[src/design/pdc_pkg.sv]
// shared types and constants for the presence hysteresis debounce counter
package pdc_pkg;

  localparam int RANGE_W    = 13;
  localparam int STATUS_W   = 8;
  localparam int DIST_OUT_W = 14;
  localparam int COUNT_OUT_W = 32;
  localparam int THRESH_W   = 13;
  localparam int SAMPLES_W  = 8;
  localparam int CFG_DATA_W = 13;
  localparam int CFG_IDX_W  = 3;

  typedef enum logic [CFG_IDX_W-1:0] {
    CFG_ENTER_THRESHOLD = 3'd0,
    CFG_EXIT_THRESHOLD  = 3'd1,
    CFG_ENTER_SAMPLES   = 3'd2,
    CFG_EXIT_SAMPLES    = 3'd3,
    CFG_SENSOR_READY    = 3'd4
  } cfg_index_t;

  typedef enum logic {
    KIND_SAMPLE = 1'b0,
    KIND_CLEAR  = 1'b1
  } kind_t;

  localparam logic [THRESH_W-1:0]  ENTER_THRESHOLD_RST = 13'd1500;
  localparam logic [THRESH_W-1:0]  EXIT_THRESHOLD_RST  = 13'd1800;
  localparam logic [SAMPLES_W-1:0] ENTER_SAMPLES_RST   = 8'd3;
  localparam logic [SAMPLES_W-1:0] EXIT_SAMPLES_RST    = 8'd5;

  typedef struct packed {
    logic                kind;
    logic [RANGE_W-1:0]  range_mm;
    logic [STATUS_W-1:0] range_status;
  } in_item_t;

  typedef struct packed {
    logic signed [DIST_OUT_W-1:0] distance_mm;
    logic                         is_present;
    logic [COUNT_OUT_W-1:0]       arrival_count;
  } out_item_t;

endpackage

[src/design/pdc_stream_if.sv]
// valid/ready stream channel with a typed payload
interface pdc_stream_if #(
  parameter type payload_t = logic
);
  logic     valid;
  logic     ready;
  payload_t payload;

  modport source (output valid, output payload, input ready);
  modport sink (input valid, input payload, output ready);
endinterface

[src/design/presence_hysteresis_debounce_counter.sv]
// presence detector with hysteresis thresholds, debounce streaks and arrival count
//
//  channel     | dir | payload                                  | transfer
//  sample_in   | in  | kind, range_mm, range_status             | valid & ready
//  result_out  | out | distance_mm, is_present, arrival_count    | valid & ready
//  wr_*        | in  | register index and data                  | wr_en
//
// one item per cycle unless the input stalls; state updates in the cycle of the transfer, result registered
// a two-entry output buffer (result register plus skid) keeps input ready while a
// single result waits; input stalls only when both entries are full
// synchronous reset: registers to defaults, streaks and count zero, distance -1
module presence_hysteresis_debounce_counter #(
  parameter int COUNT_WIDTH    = 32,
  parameter int DISTANCE_WIDTH = 13
) (
  input  logic                                clk,
  input  logic                                rst,
  input  logic                                wr_en,
  input  logic [pdc_pkg::CFG_IDX_W-1:0]       wr_index,
  input  logic [pdc_pkg::CFG_DATA_W-1:0]      wr_data,
  pdc_stream_if.sink                          sample_in,
  pdc_stream_if.source                        result_out
);
  import pdc_pkg::*;

  localparam int DLW = DISTANCE_WIDTH + 1;

  logic [THRESH_W-1:0]  enter_threshold_mm;
  logic [THRESH_W-1:0]  exit_threshold_mm;
  logic [SAMPLES_W-1:0] near_needed;
  logic [SAMPLES_W-1:0] far_needed;
  logic                 sensor_ready;

  logic                   present_flag;
  logic [SAMPLES_W-1:0]   near_streak;
  logic [SAMPLES_W-1:0]   far_streak;
  logic [COUNT_WIDTH-1:0] arrivals;
  logic [DLW-1:0]         last_distance;

  logic                   present_flag_next;
  logic [SAMPLES_W-1:0]   near_streak_next;
  logic [SAMPLES_W-1:0]   far_streak_next;
  logic [COUNT_WIDTH-1:0] arrivals_next;
  logic [DLW-1:0]         last_distance_next;

  in_item_t  item;
  out_item_t res;
  logic      accept;

  logic [15:0]               range_ext;
  logic [DISTANCE_WIDTH-1:0] range_val;
  logic [15:0]               dist_cmp;
  logic [SAMPLES_W-1:0]      near_inc;
  logic [SAMPLES_W-1:0]      far_inc;
  logic [16:0]               dist_out_ext;
  logic [63:0]               count_out_ext;

  logic      out_valid;
  out_item_t out_data;
  logic      skid_valid;
  out_item_t skid_data;
  logic      out_free;

  assign item     = sample_in.payload;
  assign sample_in.ready = !skid_valid;
  assign accept   = sample_in.valid && !skid_valid;

  assign range_ext = 16'(item.range_mm);
  assign range_val = range_ext[DISTANCE_WIDTH-1:0];
  assign dist_cmp  = 16'(range_val);
  assign near_inc  = near_streak + 1'b1;
  assign far_inc   = far_streak + 1'b1;

  always_comb begin
    present_flag_next  = present_flag;
    near_streak_next   = near_streak;
    far_streak_next    = far_streak;
    arrivals_next      = arrivals;
    last_distance_next = last_distance;
    if (item.kind == KIND_CLEAR) begin
      arrivals_next = '0;
    end else if (!sensor_ready || item.range_status != '0) begin
      last_distance_next = '1;
    end else begin
      last_distance_next = DLW'(range_val);
      if (dist_cmp < 16'(enter_threshold_mm)) begin
        far_streak_next = '0;
        if (!present_flag) begin
          near_streak_next = near_inc;
          if (near_inc >= near_needed) begin
            present_flag_next = 1'b1;
            near_streak_next  = '0;
            arrivals_next     = arrivals + 1'b1;
          end
        end
      end else if (dist_cmp > 16'(exit_threshold_mm)) begin
        near_streak_next = '0;
        if (present_flag) begin
          far_streak_next = far_inc;
          if (far_inc >= far_needed) begin
            present_flag_next = 1'b0;
            far_streak_next   = '0;
          end
        end
      end
    end
  end

  assign dist_out_ext  = 17'(last_distance_next);
  assign count_out_ext = 64'(arrivals_next);

  always_comb begin
    res.distance_mm   = dist_out_ext[DIST_OUT_W-1:0];
    res.is_present    = present_flag_next;
    res.arrival_count = count_out_ext[COUNT_OUT_W-1:0];
  end

  // configuration registers
  always_ff @(posedge clk) begin
    if (rst) begin
      enter_threshold_mm <= ENTER_THRESHOLD_RST;
      exit_threshold_mm  <= EXIT_THRESHOLD_RST;
      near_needed        <= ENTER_SAMPLES_RST;
      far_needed         <= EXIT_SAMPLES_RST;
      sensor_ready       <= 1'b1;
    end else if (wr_en) begin
      unique case (wr_index)
        CFG_ENTER_THRESHOLD: enter_threshold_mm <= wr_data[THRESH_W-1:0];
        CFG_EXIT_THRESHOLD:  exit_threshold_mm  <= wr_data[THRESH_W-1:0];
        CFG_ENTER_SAMPLES:   near_needed        <= wr_data[SAMPLES_W-1:0];
        CFG_EXIT_SAMPLES:    far_needed         <= wr_data[SAMPLES_W-1:0];
        CFG_SENSOR_READY:    sensor_ready       <= wr_data[0];
        default: ;
      endcase
    end
  end

  // detector state
  always_ff @(posedge clk) begin
    if (rst) begin
      present_flag  <= 1'b0;
      near_streak   <= '0;
      far_streak    <= '0;
      arrivals      <= '0;
      last_distance <= '1;
    end else if (accept) begin
      present_flag  <= present_flag_next;
      near_streak   <= near_streak_next;
      far_streak    <= far_streak_next;
      arrivals      <= arrivals_next;
      last_distance <= last_distance_next;
    end
  end

  // result register and skid entry
  assign out_free = !out_valid || result_out.ready;

  always_ff @(posedge clk) begin
    if (rst) begin
      out_valid  <= 1'b0;
      skid_valid <= 1'b0;
    end else if (out_free) begin
      if (skid_valid) begin
        out_valid  <= 1'b1;
        skid_valid <= 1'b0;
      end else begin
        out_valid <= accept;
      end
    end else if (accept) begin
      skid_valid <= 1'b1;
    end
  end

  always_ff @(posedge clk) begin
    if (out_free) begin
      if (skid_valid) begin
        out_data <= skid_data;
      end else if (accept) begin
        out_data <= res;
      end
    end else if (accept) begin
      skid_data <= res;
    end
  end

  assign result_out.valid   = out_valid;
  assign result_out.payload = out_data;

endmodule

[src/flat_wrapper.sv]
// flat-port wrapper written by rule: the top's interface ports become plain ports
module presence_hysteresis_debounce_counter_flat import pdc_pkg::*;
#(
  parameter int COUNT_WIDTH    = 32,
  parameter int DISTANCE_WIDTH = 13
)
  (clk, rst, wr_en, wr_index, wr_data, sample_in_valid, sample_in_payload, sample_in_ready, result_out_valid, result_out_payload, result_out_ready);
  pdc_stream_if #(.payload_t(in_item_t)) sample_in_i ();
  pdc_stream_if #(.payload_t(out_item_t)) result_out_i ();
  input  logic clk;
  input  logic rst;
  input  logic wr_en;
  input  logic [pdc_pkg::CFG_IDX_W-1:0] wr_index;
  input  logic [pdc_pkg::CFG_DATA_W-1:0] wr_data;
  input wire logic [$bits(sample_in_i.valid)-1:0] sample_in_valid;
  input wire logic [$bits(sample_in_i.payload)-1:0] sample_in_payload;
  output wire logic [$bits(sample_in_i.ready)-1:0] sample_in_ready;
  output wire logic [$bits(result_out_i.valid)-1:0] result_out_valid;
  output wire logic [$bits(result_out_i.payload)-1:0] result_out_payload;
  input wire logic [$bits(result_out_i.ready)-1:0] result_out_ready;
  assign sample_in_i.valid = sample_in_valid;
  assign sample_in_i.payload = sample_in_payload;
  assign sample_in_ready = sample_in_i.ready;
  assign result_out_valid = result_out_i.valid;
  assign result_out_payload = result_out_i.payload;
  assign result_out_i.ready = result_out_ready;
  presence_hysteresis_debounce_counter #(.COUNT_WIDTH(COUNT_WIDTH), .DISTANCE_WIDTH(DISTANCE_WIDTH)) u_core (.clk(clk), .rst(rst), .wr_en(wr_en), .wr_index(wr_index), .wr_data(wr_data), .sample_in(sample_in_i), .result_out(result_out_i));
endmodule
[config.mk]
export PLATFORM = sky130hd
export DESIGN_NAME = presence_hysteresis_debounce_counter_flat
export DESIGN_NICKNAME = d
export VERILOG_FILES = /design/src/design/pdc_pkg.sv /design/src/design/pdc_stream_if.sv /design/src/design/presence_hysteresis_debounce_counter.sv /design/src/flat_wrapper.sv
export SDC_FILE = /design/constraint.sdc
export NUM_CORES = 1
export LEC_CHECK = 0
export BUFFER_PORTS_ARGS = -buffer_cell sky130_fd_sc_hd__buf_2
export CAP_MARGIN = 20
export CORE_ASPECT_RATIO = 0.9
export CORE_MARGIN = 4
export CORE_UTILIZATION = 45
export CTS_CLUSTER_SIZE = 14
export DETAILED_ROUTE_END_ITERATION = 10
export PLACE_DENSITY = 0.66
export SYNTH_ARGS = -nofsm -noshare
export SYNTH_HDL_FRONTEND = slang
export SYNTH_SLANG_ARGS = --single-unit
[constraint.sdc]
create_clock -name clk -period 3.6 [get_ports clk]
set_input_delay 0.18 -clock clk [delete_from_list [all_inputs] [get_ports clk]]
set_output_delay 0.18 -clock clk [all_outputs]
set_load 0.02 [all_outputs]
==> qor.yml <==
outcome: "finished clean"
hold_class: "primary input to flip-flop"
route.detailed.drc: 0
crit_chain: "ha_1 -> nand3_1 -> xnor2_1 -> ha_1 -> nand2_1 -> o21ai_0 -> a221o_2 -> buf_6 -> nand3_1 -> or4_1 -> a31oi_1"
crit_type: "flip-flop to flip-flop"
first_iter_violations: 744
clock-root-buffer: "clkbuf_16"
dpl.hpwl_mm: 17.0
power.switching_mw: 1.24
internal_power_mw: 3.96
ioPinCount: 92
maxCapViolCount: 0
clockPowerShare_pct: 44.5
end_kind: "flip-flop"
period_share_pct: 91.3
whs_ns: 0.0172
grt_start_max_net_pins: 93
syn_area_sq_um: 10200
synth.area.top_cells: "edfxtp_1 (28%), dfxtp_1 (21%), nand2_1 (5.9%)"
grt_pass1_wl_mm: 40.7
fp.dieW_um: 167
fin_skew_ns: 0.0274
swShare_pct: 23.9
ys.flop_type: "dfxtp_1"
grt_setup_unrepaired: "false"
power.total_mw: 5.20
pwr-share-comb_pct: 7.8
cts_max_level: 1
num-fill-cells: 2085
syn_to_final_growth_pct: 16.0
yosys.area.top_type: "edfxtp_1"
vias_per_cell: 5.63
final_cell_mix: "nand2_1 (159), dfxtp_1 (107), edfxtp_1 (94), buf_2 (91), inv_1 (67)"
antenna_found_initial: 0
worstPathArrival_ns: 3.73
syn_nets: 1197
grt_pass1_vias: 7764
drive_above_1_share_pct: 14.3
drtPass1Iterations: 6
coreArea_sq_um: 22400
synth_edf_count: 94
drtAntennaViolNets: 0
gp_congestion: 0.856
start_util_pct: 45.6
vias: 8473
rows: 52
die-area_sq_um: 25200
clock_path_buffers: 3
cts.sinks: 202
slowest_delay_ns: 0.53
grt.total_usage_pct: 19.5
yosysTopAreaCellShare_pct: 27.6
required_ns: 4.05
clock_latency_ns: 0.53
antennaDiodeCount: 0
path_buf_inv: 1
synthArstFlopShare_pct: 0
layout_commonest_cell: "nand2_1"
p_per_area_nw_per_um2: 438
fin_setup_tns_ns: 0
ys_seq_elements: 202
post-route-min-period_ns: 3.29
ys_warn_count: 0
slowest_stage: "or4_1"
fmax_mhz: 304
cp-start-kind: "flip-flop"
drv_slew: 0
wirelength_mm: 25.2
seq_area_frac_synth_pct: 48.7
ys_types: 60
nets: 1279
max-slew-margin-rel_pct: 34.2
p_leak_nw: 4.23
vdd_drop_max_v: 0.000326
path_delay_family: "simple AND/OR/NAND/NOR gates"
cts_tree: "built"
avgRoutedWirePerCell_um: 16.8
seqPwrFrac_pct: 47.8
crit_fanout: 31
tightest_slew_ns: 0.980
syn_area_per_cell_sq_um: 9.22
numCtsBuffers: 23
post_cts_buffers: 0
grt_overflow: 0
setup_viol: 0
die_height_um: 151
hold_violations: 0
syn_inst: 1110
clkTransAtPathRegs_ns: 0.06
port_buffers: 91
==> through the flow <==
| stage | setup slack (ns) | instance area, sq um | utilization (%) | cells |
|---|---|---|---|---|
| 6_report | 0.314 | 11900 | 52.9 | 1505 |
| 5_1_grt | 0.0243 | 11900 | 52.9 | 1505 |
| 4_1_cts | 0.195 | 11900 | 52.8 | 1505 |
| 3_5_place_dp | 0.204 | 11000 | 48.9 | 1451 |
| 3_3_place_gp | 0.295 | 11000 | 48.9 | 1451 |
| 2_1_floorplan | 0.0441 | 10200 | - | 1110 |
==> cell usage after synthesis, types with 4 or more instances <==
master,instances
or4_1,7
nand2b_1,7
nor2_1,59
o31ai_1,36
xor2_1,21
mux2i_1,11
a21oi_1,66
nor4_1,23
and3_1,15
nand2_1,160
inv_1,67
a21o_1,5
ha_1,44
nand4_1,19
buf_1,9
and4_1,5
nor4b_1,4
clkbuf_1,59
o211ai_1,27
nand3_1,47
xnor2_1,20
mux2_2,4
a31oi_1,21
o21ai_0,64
nor3_1,18
nor2b_1,5
or3_1,36
edfxtp_1,94
dfxtp_1,108
==> path summary, 6_finish.rpt <==
kind / slack, ns / cells after the start / endpoint / start
setup / recovery: 0.31 / 11 / u_core.arrivals[11] / u_core.near_streak[0]
hold reg to reg: 0.46 / 2 / u_core.exit_threshold_mm[7] / u_core.exit_threshold_mm[7]
hold / removal: 0.02 / 4 / u_core.sensor_ready / wr_index[2]
setup reg to reg: 0.31 / 11 / u_core.arrivals[11] / u_core.near_streak[0]
==> final cells by class <==
class,count,area (sq um),area share (%)
sequential,202,4990,42.0
timing repair buffer,127,762,6.42
clock buffer,31,626,5.27
clock inverter,10,120,1.01
tap,297,372,3.13
multi-input combinational,771,4750,40.0
inverter,67,251,2.12
==> worst min-delay path: stages <==
cell,delay [ns]
buf_2,0.11
nand3_1,0.08
mux2i_1,0.08
nand2_1,0.06
==> state kept, by name, summed over array words and instances (netlist names) <==
| name | cells |
|---|---|
| u_core.arrivals | 32 |
| u_core.enter_threshold_mm | 13 |
| u_core.exit_threshold_mm | 13 |
| u_core.far_needed | 8 |
| u_core.far_streak | 8 |
| u_core.last_distance | 14 |
| u_core.near_needed | 8 |
| u_core.near_streak | 8 |
| u_core.present_flag | 1 |
| u_core.result_out.payload | 47 |
| u_core.result_out.valid | 1 |
| u_core.sensor_ready | 1 |
| u_core.skid_data | 47 |
| u_core.skid_valid | 1 |
==> cell families after synthesis <==
logic type / share of synthesized area, %
AND/OR/NAND/NOR: 20.5
AO/OA/AOI/OAI: 15.4
flip-flops: 48.7
buffers and inverters: 5.05
adder cells (fa/ha/maj): 5.38
XOR/XNOR: 3.51
multiplexers: 1.52
==> power by group through the flow <==
stage	Combinational (mW)	Sequential (mW)	Clock, mW
after floorplan	0.202	2.57	0
after global placement	0.386	2.53	0
after detailed placement	0.391	2.53	0
after CTS	0.402	2.49	2.37
after global routing	0.445	2.49	2.45
final	0.404	2.48	2.31
==> timing repair <==
item                                    CTS  global route
gates resized for setup                   0             2
hold buffers                             13             0
endpoints found under the hold margin    34             0
endpoints found under the setup margin    0             6
==> per-layer routing <==
metal / GRT usage, % / vias up / share of wire, %
met5: 0 / - / 0
met4: 4.58 / 0 / 1.7
met3: 2.97 / 32 / 5.4
met2: 31.0 / 227 / 45
met1: 28.3 / 4005 / 48
li1: - / 4209 / -
(Power assumes the default switching activity.)
